**config.mk**
```make
export PLATFORM = sky130hd
export DESIGN_NAME = tcw_fifo
export DESIGN_NICKNAME = d
export VERILOG_FILES = /design/src/rtl/tcw_pkg.sv /design/src/rtl/tcw_fifo.sv
export SDC_FILE = /design/constraint.sdc
export NUM_CORES = 1
export LEC_CHECK = 0
export BUFFER_PORTS_ARGS = -buffer_cell sky130_fd_sc_hd__buf_2
export CORE_ASPECT_RATIO = 1.75
export CORE_MARGIN = 2
export CORE_UTILIZATION = 50
export CTS_CLUSTER_SIZE = 8
export DETAILED_ROUTE_END_ITERATION = 10
export PLACE_DENSITY = 0.85
export SETUP_SLACK_MARGIN = 0.05
export SKIP_LAST_GASP = 1
export SLEW_MARGIN = 25
export SYNTH_ARGS = -nofsm -noshare
export SYNTH_HDL_FRONTEND = slang
export SYNTH_SLANG_ARGS = --single-unit
export TNS_END_PERCENT = 5
```
**constraint.sdc**
```tcl
create_clock -name clk -period 1.9 [get_ports clk]
set_input_delay 0.19 -clock clk [delete_from_list [all_inputs] [get_ports clk]]
set_output_delay 0.19 -clock clk [all_outputs]
set_load 0.1 [all_outputs]
```
**src/rtl/tcw_pkg.sv**
```systemverilog
package tcw_pkg;

  // payload field widths
  localparam int REQ_W   = 1;
  localparam int BYTE_W  = 8;
  localparam int INDEX_W = 11;
  localparam int CCOL_W  = 7;
  localparam int CROW_W  = 5;
  localparam int CELL_W  = 16;

  // request kinds
  localparam logic [REQ_W-1:0] REQ_PUT  = 1'b0;
  localparam logic [REQ_W-1:0] REQ_READ = 1'b1;

  // special bytes
  localparam logic [BYTE_W-1:0] BYTE_ESC   = 8'h1B;
  localparam logic [BYTE_W-1:0] BYTE_NL    = 8'h0A;
  localparam logic [BYTE_W-1:0] BYTE_BS    = 8'h08;
  localparam logic [BYTE_W-1:0] BYTE_SPACE = 8'h20;
  localparam logic [BYTE_W-1:0] BYTE_CSI   = 8'h5B;
  localparam logic [BYTE_W-1:0] FINAL_LOW  = 8'h40;
  localparam logic [BYTE_W-1:0] FINAL_HIGH = 8'h7E;

  // configuration port
  localparam int CFG_ADDR_W = 3;
  localparam int CFG_DATA_W = 32;
  localparam logic REG_TEXT_ATTR = 1'b0;
  localparam logic [BYTE_W-1:0] TEXT_ATTR_RESET = 8'h0F;

  // command queue between front and back
  localparam int QUEUE_DEPTH = 2;

  typedef enum logic [2:0] {
    OP_READ,
    OP_PRINT,
    OP_NEWLINE,
    OP_BACKSPACE,
    OP_SKIP
  } tcw_op_t;

  typedef struct packed {
    tcw_op_t             op;
    logic [BYTE_W-1:0]   data;
    logic [INDEX_W-1:0]  cell_index;
  } tcw_cmd_t;

  // queue status seen by the front
  typedef struct packed {
    logic full;
    logic clearing;
  } tcw_status_t;

endpackage

```
**src/rtl/tcw_fifo.sv**
```systemverilog
module tcw_fifo import tcw_pkg::*; (
  input  logic     clk,
  input  logic     rst_n,
  input  logic     push,
  input  tcw_cmd_t push_cmd,
  output logic     full,
  input  logic     pop,
  output logic     head_valid,
  output tcw_cmd_t head_cmd
);

  localparam int PW = (QUEUE_DEPTH > 1) ? $clog2(QUEUE_DEPTH) : 1;
  localparam int CW = $clog2(QUEUE_DEPTH + 1);

  tcw_cmd_t       slot_r [QUEUE_DEPTH];
  logic [PW-1:0]  wr_ptr_r, rd_ptr_r;
  logic [CW-1:0]  count_r;

  function automatic logic [PW-1:0] ptr_inc(input logic [PW-1:0] p);
    logic [PW-1:0] r;
    r = (p == PW'(QUEUE_DEPTH - 1)) ? '0 : p + 1'b1;
    return r;
  endfunction

  assign full       = (count_r == CW'(QUEUE_DEPTH));
  assign head_valid = (count_r != '0);
  assign head_cmd   = slot_r[rd_ptr_r];

  // entry storage
  always_ff @(posedge clk) begin
    if (push) begin
      slot_r[wr_ptr_r] <= push_cmd;
    end
  end

  // pointers and fill count
  always_ff @(posedge clk) begin
    if (!rst_n) begin
      wr_ptr_r <= '0;
      rd_ptr_r <= '0;
      count_r  <= '0;
    end else begin
      if (push) begin
        wr_ptr_r <= ptr_inc(wr_ptr_r);
      end
      if (pop) begin
        rd_ptr_r <= ptr_inc(rd_ptr_r);
      end
      if (push && !pop) begin
        count_r <= count_r + 1'b1;
      end else if (pop && !push) begin
        count_r <= count_r - 1'b1;
      end
    end
  end

endmodule

```
==> insert_results.sql <==
INSERT INTO impl_metrics (metric_group, metric, value, unit) VALUES
('routing', 'initialDrtViolationCount', '23', ''),
('finish', 'n_antenna_cell', '0', ''),
('setup_path', 'worst_setup_path_start_kind', 'flip-flop', ''),
('clock_tree', 'clkSinkCount', '49', ''),
('sta', 'layout_setup_ws', '0.211', 'ns'),
('clock_tree', 'post-cts-setup-buffer-count', '0', ''),
('setup_path', 'critical-path-slowest-cell', 'dfxtp_2', ''),
('global_routing', 'grt_pass1_wl', '5.30', 'mm'),
('worst_hold_path', 'worstHoldPathType', 'in2reg', ''),
('global_routing', 'grt_pass1_vias', '1106', ''),
('pwr', 'total_switching_power', '889', 'uW'),
('floorplan', 'core_region_area', '3400', 'sq um'),
('sta', 'worstMarginPinSlew', '0.483', 'ns'),
('routing', 'routedWlPerCell', '17.4', 'um'),
('pwr', 'fraction_of_power_spent_switching_nets', '0.333', ''),
('clock_tree', 'clock_tree.root_cell', 'clkbuf_8', ''),
('finish', 'num-nets-final', '175', ''),
('worst_hold_path', 'hold_path_depth', '1', ''),
('finish', 'mostFrequentLayoutCell', 'edfxtp_1', ''),
('routing', 'dr_total_vias', '983', ''),
('routing', 'post_drt_via_cell_ratio', '5.07', ''),
('pwr', 'leak', '0.000979', 'uW'),
('worst_hold_path', 'hold-path-endpoint', 'slot_r[1][15]', ''),
('logic_synthesis', 'post_synthesis_mean_instance_area', '20.0', 'sq um'),
('sta', 'max_clock_freq', '592', 'MHz'),
('pwr', 'irDropWorstVdd', '0.824', 'mV'),
('placement', 'dpl.cell_count', '186', ''),
('logic_synthesis', 'proportion_of_synthesized_chip_area_in_sequential_cells', '0.789', ''),
('pwr', 'portion_of_total_power_attributed_to_sequential_cells', '0.474', ''),
('logic_synthesis', 'synth_area_leader_cell', 'edfxtp_1', ''),
('status', 'run_status', 'finished, final reports clean', ''),
('clock_tree', 'clkTransAtPathRegs', '0.09', 'ns'),
('setup_path', 'cp_data_required_time', '1.71', 'ns'),
('clock_tree', 'cts.htree.levels', '2', ''),
('finish', 'flow.area_growth_from_synthesis', '41.2', '%'),
('routing', 'drc_errors', '0', ''),
('setup_path', 'setup_slack_reg_to_reg', '0.62', 'ns'),
('floorplan', 'fp.dieW', '49.4', 'um'),
('placement', 'finalWeightedCongestion', '0.656', ''),
('clock_tree', 'clkLatencyLatePin', '0.30', 'ns'),
('global_routing', 'pin_count_of_the_biggest_net_entering_global_routing', '19', ''),
('sta', 'layout_worst_path_cycle_share', '0.889', ''),
('logic_synthesis', 'synth_cell_type_count', '16', ''),
('logic_synthesis', 'number_of_instances_in_the_synthesized_netlist', '90', ''),
('sta', 'tns', '0', 'ns'),
('pwr', 'pwr-share-comb', '0.310', ''),
('setup_path', 'worst-setup-path-type', 'reg2out', ''),
('routing', 'drt-pass1-iter-count', '3', ''),
('logic_synthesis', 'synth-warning-count', '0', ''),
('pwr', 'power_report.internal_total', '1780', 'uW'),
('setup_path', 'endpoint_class_of_the_critical_path', 'output pin', ''),
('setup_path', 'maximum_fanout_count_along_the_critical_path', '9', ''),
('floorplan', 'fp-row-count', '28', ''),
('flow_run', 'maxCapViolCount', '0', ''),
('sta', 'hold_violations', '0', ''),
('global_routing', 'groute.usage.overall', '0.179', ''),
('setup_path', 'r2r.worst_path.cells', '2', ''),
('finish', 'most-common-layout-cells', 'edfxtp_1 (44), buf_2 (27), mux2_2 (22), buf_12 (22), clkbuf_8 (5)', ''),
('global_routing', 'grt_overflow_total', '0', ''),
('sta', 'report.final.slew_viol_count', '0', ''),
('placement', 'placedInstanceArea', '2450', 'sq um'),
('logic_synthesis', 'area_share_of_the_largest_cell_type_after_synthesis', '0.734', ''),
('floorplan', 'design.die.area', '4120', 'sq um'),
('global_routing', 'number_of_antenna_violations_at_the_first_check_in_global_routing', '0', ''),
('pwr', 'p_clk_frac', '0.215', ''),
('logic_synthesis', 'synth.ff_latch_count', '49', ''),
('clock_tree', 'clock_tree_from_tritoncts', 'done', ''),
('setup_path', 'critPathMaxStageDelay', '0.42', 'ns'),
('setup_path', 'timing.rr.end', 'slot_r[1][2]', ''),
('logic_synthesis', 'postSynthNetCount', '117', ''),
('routing', 'finalWirelength', '3.37', 'mm');
how the worst max path moves through the flow:
stage,from,endpoint,slack [ns]
after floorplan,wr_ptr_r,slot_r[0][0],0.16
after global placement,flip-flop,head_cmd[7],0.48
after detailed placement,flip-flop,head_cmd[19],0.43
after CTS,flip-flop,head_cmd[1],0.07
after global routing,flip-flop,head_cmd[1],0.15
final,flip-flop,head_cmd[1],0.21
area by class of cell:
cell class,instances,area [sq um]
fillers,214,856
clock inverters,3,17.5
multi-input cells,38,368
well taps,45,56.3
repair buffers,53,606
flip-flops and latches,49,1420
inverters,1,3.75
clock buffers,5,68.8
logic make-up after synthesis:
kind of cell	synth area share
buffers and inverters	0.00764
XOR/XNOR	0.0146
adder cells (fa/ha/maj)	0.00695
flip-flops	0.789
AND/OR/NAND/NOR	0.0327
AO/OA/AOI/OAI	0.0111
multiplexers	0.138
worst max-delay path, delay by kind of cell, from the launching register on:
kind	cells	cell delay, ns
DFF	1	0.42
muxes	1	0.39
buffers and inverters	2	0.38
what timing repair did:
item | CTS | global route
resized for setup | 0 | 1
endpoints found under the setup margin | 0 | 15
hold buffers | 0 | 0
flip-flops by register name (all words and copies together) (netlist names), named ones only:
register / cells
slot_r: 44
count_r: 2
rd_ptr_r: 1
wr_ptr_r: 1
metal layers:
metal  up-vias  part of all wire  global-route usage
met2        32              0.60               0.344
met3         4             0.043              0.0396
li1        459                 -                   -
met4         0             0.021              0.0857
met5         -                 0                   0
met1       488              0.33               0.168
power by group through the flow:
stage / Clock [uW] / Combinational (uW) / Sequential (uW)
final: 574 / 828 / 1270
after floorplan: 0 / 541 / 1280
after CTS: 591 / 834 / 1270
after global routing: 628 / 849 / 1270
after global placement: 0 / 814 / 1280
after detailed placement: 0 / 830 / 1290
through the flow:
| step | power [uW] | hold WS (ns) |
|---|---|---|
| 2_1_floorplan | 1820 | 0.289 |
| 5_1_grt | 2750 | 0.0756 |
| 6_report | 2670 | 0.0784 |
| 3_3_place_gp | 2100 | 0.379 |
| 4_1_cts | 2690 | 0.0733 |
| 3_5_place_dp | 2120 | 0.384 |
cell usage after synthesis, drive strengths merged:
cell	instances
edfxtp	44
mux2	22
dfxtp	5
and2	4
buf	2
nor2b	2
xor2	2
a21boi	1
and2b	1
ha	1
inv	1
o21a	1
o21ai	1
or2	1
or3	1
xnor2	1
No activity file was read; power rests on OpenSTA's default activity.
