<file path="src/rtl/tcw_pkg.sv">
package tcw_pkg;

  // payload field widths
  localparam int REQ_W   = 1;
  localparam int BYTE_W  = 8;
  localparam int INDEX_W = 11;
  localparam int CCOL_W  = 7;
  localparam int CROW_W  = 5;
  localparam int CELL_W  = 16;

  // request kinds
  localparam logic [REQ_W-1:0] REQ_PUT  = 1'b0;
  localparam logic [REQ_W-1:0] REQ_READ = 1'b1;

  // special bytes
  localparam logic [BYTE_W-1:0] BYTE_ESC   = 8'h1B;
  localparam logic [BYTE_W-1:0] BYTE_NL    = 8'h0A;
  localparam logic [BYTE_W-1:0] BYTE_BS    = 8'h08;
  localparam logic [BYTE_W-1:0] BYTE_SPACE = 8'h20;
  localparam logic [BYTE_W-1:0] BYTE_CSI   = 8'h5B;
  localparam logic [BYTE_W-1:0] FINAL_LOW  = 8'h40;
  localparam logic [BYTE_W-1:0] FINAL_HIGH = 8'h7E;

  // configuration port
  localparam int CFG_ADDR_W = 3;
  localparam int CFG_DATA_W = 32;
  localparam logic REG_TEXT_ATTR = 1'b0;
  localparam logic [BYTE_W-1:0] TEXT_ATTR_RESET = 8'h0F;

  // command queue between front and back
  localparam int QUEUE_DEPTH = 2;

  typedef enum logic [2:0] {
    OP_READ,
    OP_PRINT,
    OP_NEWLINE,
    OP_BACKSPACE,
    OP_SKIP
  } tcw_op_t;

  typedef struct packed {
    tcw_op_t             op;
    logic [BYTE_W-1:0]   data;
    logic [INDEX_W-1:0]  cell_index;
  } tcw_cmd_t;

  // queue status seen by the front
  typedef struct packed {
    logic full;
    logic clearing;
  } tcw_status_t;

endpackage

</file>
<file path="src/rtl/tcw_if.sv">
interface tcw_in_if import tcw_pkg::*; ();
  logic               valid;
  logic               ready;
  logic [REQ_W-1:0]   req_type;
  logic [BYTE_W-1:0]  byte_in;
  logic [INDEX_W-1:0] cell_index;

  modport source (output valid, output req_type, output byte_in, output cell_index,
                  input ready);
  modport sink (input valid, input req_type, input byte_in, input cell_index,
                output ready);
endinterface


</file>
<file path="src/rtl/tcw_front.sv">
module tcw_front import tcw_pkg::*; (
  input  logic        clk,
  input  logic        rst_n,
  tcw_in_if.sink      in_ch,
  input  tcw_status_t status,
  output logic        push,
  output tcw_cmd_t    push_cmd
);

  typedef enum logic [1:0] {
    ESC_IDLE,
    ESC_SEEN,
    ESC_CSI
  } esc_t;

  esc_t phase_r, phase_nxt;
  logic is_final;
  tcw_op_t op;

  assign in_ch.ready = !status.full && !status.clearing;
  assign push        = in_ch.valid && in_ch.ready;

  assign is_final = (in_ch.byte_in >= FINAL_LOW) && (in_ch.byte_in <= FINAL_HIGH);

  // classify the byte and track the escape sequence
  always_comb begin
    phase_nxt = phase_r;
    op        = OP_SKIP;
    if (in_ch.req_type == REQ_READ) begin
      op = OP_READ;
    end else begin
      case (phase_r)
        ESC_IDLE: begin
          if (in_ch.byte_in == BYTE_ESC) begin
            phase_nxt = ESC_SEEN;
          end else if (in_ch.byte_in == BYTE_NL) begin
            op = OP_NEWLINE;
          end else if (in_ch.byte_in == BYTE_BS) begin
            op = OP_BACKSPACE;
          end else begin
            op = OP_PRINT;
          end
        end
        ESC_SEEN: begin
          if (in_ch.byte_in == BYTE_CSI) begin
            phase_nxt = ESC_CSI;
          end else if (is_final) begin
            phase_nxt = ESC_IDLE;
          end
        end
        default: begin
          if (is_final) begin
            phase_nxt = ESC_IDLE;
          end
        end
      endcase
    end
  end

  assign push_cmd.op         = op;
  assign push_cmd.data       = in_ch.byte_in;
  assign push_cmd.cell_index = in_ch.cell_index;

  // escape phase advances only on a transfer
  always_ff @(posedge clk) begin
    if (!rst_n) begin
      phase_r <= ESC_IDLE;
    end else if (push) begin
      phase_r <= phase_nxt;
    end
  end

endmodule

</file>
<file path="src/flat_wrapper.sv">
// flat-port wrapper written by rule: the top's interface ports become plain ports
module tcw_front_flat import tcw_pkg::*;
  (clk, rst_n, status, push, push_cmd, in_ch_valid, in_ch_req_type, in_ch_byte_in, in_ch_cell_index, in_ch_ready);
  tcw_in_if in_ch_i ();
  input  logic clk;
  input  logic rst_n;
  input  tcw_status_t status;
  output logic push;
  output tcw_cmd_t push_cmd;
  input wire logic [$bits(in_ch_i.valid)-1:0] in_ch_valid;
  input wire logic [$bits(in_ch_i.req_type)-1:0] in_ch_req_type;
  input wire logic [$bits(in_ch_i.byte_in)-1:0] in_ch_byte_in;
  input wire logic [$bits(in_ch_i.cell_index)-1:0] in_ch_cell_index;
  output wire logic [$bits(in_ch_i.ready)-1:0] in_ch_ready;
  assign in_ch_i.valid = in_ch_valid;
  assign in_ch_i.req_type = in_ch_req_type;
  assign in_ch_i.byte_in = in_ch_byte_in;
  assign in_ch_i.cell_index = in_ch_cell_index;
  assign in_ch_ready = in_ch_i.ready;
  tcw_front u_core (.clk(clk), .rst_n(rst_n), .in_ch(in_ch_i), .status(status), .push(push), .push_cmd(push_cmd));
endmodule
</file>
<file path="config.mk">
export PLATFORM = sky130hd
export DESIGN_NAME = tcw_front_flat
export DESIGN_NICKNAME = d
export VERILOG_FILES = /design/src/rtl/tcw_pkg.sv /design/src/rtl/tcw_if.sv /design/src/rtl/tcw_front.sv /design/src/flat_wrapper.sv
export SDC_FILE = /design/constraint.sdc
export NUM_CORES = 1
export LEC_CHECK = 0
export BUFFER_PORTS_ARGS = -buffer_cell sky130_fd_sc_hd__buf_2
export CELL_PAD_IN_SITES_DETAIL_PLACEMENT = 1
export CELL_PAD_IN_SITES_GLOBAL_PLACEMENT = 1
export CORE_MARGIN = 3
export CORE_UTILIZATION = 16
export CTS_BUF_LIST = sky130_fd_sc_hd__clkbuf_4
export DETAILED_ROUTE_END_ITERATION = 8
export GPL_TIMING_DRIVEN = 0
export PLACE_DENSITY_LB_ADDON = 0.1
export SETUP_SLACK_MARGIN = 0.05
export SLEW_MARGIN = 20
export SYNTH_ARGS = -nofsm -noshare
export SYNTH_HDL_FRONTEND = slang
export SYNTH_SLANG_ARGS = --single-unit
export TNS_END_PERCENT = 5
</file>
<file path="constraint.sdc">
create_clock -name clk -period 1.1 [get_ports clk]
set_input_delay 0.11 -clock clk [delete_from_list [all_inputs] [get_ports clk]]
set_output_delay 0.11 -clock clk [all_outputs]
set_load 0.02 [all_outputs]
</file>
==> metrics.cfg <==
[run_status]
status = finished with violations
violations = negative setup slack

[global_route]
grt_max_degree = 5
antenna_found_initial = 0
grt_pass1_vias = 482
grt-ovfl-total = 0
grt_first_pass_wirelength_mm = 1.794
grtUsageTotal_pct = 8.832

[clocking]
hold_buffers = 0
clk_pin_slew_ps = 30
cts_tree = done
clock_latency_ps = 220
cts-buffers-inserted = 3
clkSinkCount = 2
clock-root-buffer = clkbuf_4
clk_path_buf_depth = 2
cts-htree-levels = 1

[final_layout]
drive_above_1_share_pct = 87.64
antenna-diode-count = 0
largest-register = u_core.phase_r
reg_top3 = u_core.phase_r: 2 flops
nFillCells = 272
final_area_um2 = 696.9
largest_reg_flops = 2
post-route-util_pct = 34.13
fin_nets = 116
area_growth_pct = 95.44

[placement]
hpwl_mm = 1.054
dpl_cell_area_um2 = 590.6
routabilityCongestion = 0.6705
portBuffers = 37

[die]
die_w_um = 53.21
die_area_um2 = 2831
ios = 49
die_h_um = 53.21
core_um2 = 2042
rows = 16
start_util_pct = 17.46

[timing]
report.final.slew_viol_count = 0
slew_headroom_pct = 83.96
tightest_slew_ps = 238.5
hold_viol_final = 0
timing.final.ws_setup_ps = -265.6
period_share_pct = 124.1
max_freq_ghz = 0.7323
fin_skew_ps = 1.448
setup_viol = 5
rsz0062_at_grt = yes
fin_crit_ps = 1366

[drt]
routedWlPerCell_um = 10.40
drt-total-wl_mm = 1.206
num_vias = 455
drc = 0
dr.pass1.iters = 1
antenna_left = 0
drtIter0Drc = 0
routed_via_density = 3.922

[worst_setup_path]
critPathLaunchType = input port
worstSetupPathType = in2out
crit_required_ps = 990
crit_fanout = 4
reg2regPathDepth = 4
end_kind = output pin
worstPathArrival_ps = 1260

[yosys]
postSynthAreaPerCell_um2 = 7.752
ys_warn_count = 0
synthesis.instances = 46
synth_nets = 71
synthesis.area_um2 = 356.6
synth_cell_type_count = 22
synth_seq_cells = 2
ys_seq_area_share_pct = 11.23

[power]
leakagePower_uw = 0.0003624
swShare_pct = 33.29
peakVddDrop_mv = 0.3726
power_density_nw_per_um2 = 651.9
combPwrFrac_pct = 49.8
p_clk_share_pct = 34.7
p_sw_uw = 151.2
pwr-share-seq_pct = 15.6
p_int_uw = 303.1

[min_path]
hold_depth = 3
hold_class = in2reg

[flow_run]
cap_violations = 0

==> synthesized netlist by cell type <==
cell | instances | area [um^2]
a21boi_1 | 1 | 7.510
a21oi_1 | 1 | 5.000
and2_1 | 1 | 6.260
and3_1 | 1 | 6.260
and4_1 | 1 | 8.760
buf_4 | 19 | 142.6
dfxtp_1 | 2 | 40.04
inv_1 | 1 | 3.750
nand2_1 | 3 | 11.26
nand2b_2 | 1 | 8.760
nand3_1 | 1 | 5.000
nand4_1 | 2 | 12.51
nor2_1 | 2 | 7.510
nor2_2 | 1 | 6.260
nor3_1 | 2 | 10.01
nor3b_4 | 1 | 18.77
nor4_1 | 1 | 6.260
o211ai_2 | 1 | 12.51
o21ai_1 | 1 | 5.000
or4b_1 | 1 | 10.01
or4b_4 | 1 | 13.76
xnor2_1 | 1 | 8.760
==> placed cells by master (no fill, tap or decap), types with 2 or more instances in the layout <==
cell,netlist,routed
nand4_1,2,2
clkbuf_4,0,3
buf_4,19,23
nand2_2,0,2
buf_6,0,4
buf_2,0,32
or4b_4,1,2
==> power groups by stage <==
stage          clock network, uW  logic, uW  registers [uW]
2_1_floorplan                  0        129            74.1
5_1_grt                      180        243            70.6
3_5_place_dp                   0        210            74.1
3_3_place_gp                   0        208            74.1
4_1_cts                      170        229            70.7
6_report                     157        226            70.7
==> worst max-delay path: stages <==
cell and delay [ps]:
buf_6 90, or4b_4 550, nor2_4 150, nand3_2 70
and2_4 160, buf_6 120
==> cell families after synthesis <==
logic type	synth area share (%)
buffers and inverters	41.05
and+or+nand+nor	36.85
xor gates and xnor gates	2.457
AOI/OAI and AO/OA	8.419
DFF	11.23
==> metal layers <==
metal,track usage (%),wire [um],vias to the layer above,share of wire (%)
met5,0,0,-,0
met4,5.106,0,0,0
met3,3.944,175,0,15
met2,14.90,589,33,49
met1,8.848,441,194,37
li1,-,-,228,-
==> worst paths after layout <==
| path | slack (ps) | endpoint | startpoint |
|---|---|---|---|
| worst max-delay path | -270 | push_cmd[19] | in_ch_byte_in[5] |
| worst min-delay path | 140 | u_core.phase_r[1] | rst_n |
| worst max register to register | -120 | u_core.phase_r[1] | u_core.phase_r[0] |
| worst min register to register | 490 | u_core.phase_r[1] | u_core.phase_r[0] |
==> layout make-up <==
| cell class | instances | area [um^2] | share of cell area, % |
|---|---|---|---|
| Tap cell | 27 | 33.78 | 4.847 |
| Buffer | 19 | 142.6 | 20.47 |
| Sequential cell | 2 | 45.04 | 6.463 |
| Clock buffer | 3 | 22.52 | 3.232 |
| Timing Repair Buffer | 40 | 235.2 | 33.75 |
| Inverter | 1 | 3.754 | 0.5386 |
| Multi-Input combinational cell | 24 | 214.0 | 30.70 |
==> stage by stage <==
stage	hold slack (ps)	TNS (ps)	setup slack (ps)	std cells	total power [uW]
5_1_grt	154.3	-1208	-301.7	116	493.9
2_1_floorplan	233.5	-683.4	-154.0	46	203.0
3_3_place_gp	375.8	-1570	-392.6	110	281.6
4_1_cts	138.5	-1088	-294.1	116	469.5
3_5_place_dp	378.4	-1604	-400.1	110	283.6
6_report	143.9	-989.5	-265.6	116	454.3
==> timing repair <==
item / in CTS / in global routing
endpoints found under the setup margin: 5 / 5
pin swaps: 4 / 1
gates cloned: 0 / 0
setup buffers: 3 / 0
resized for setup: 18 / 0
No activity file was read; power rests on OpenSTA's default activity.
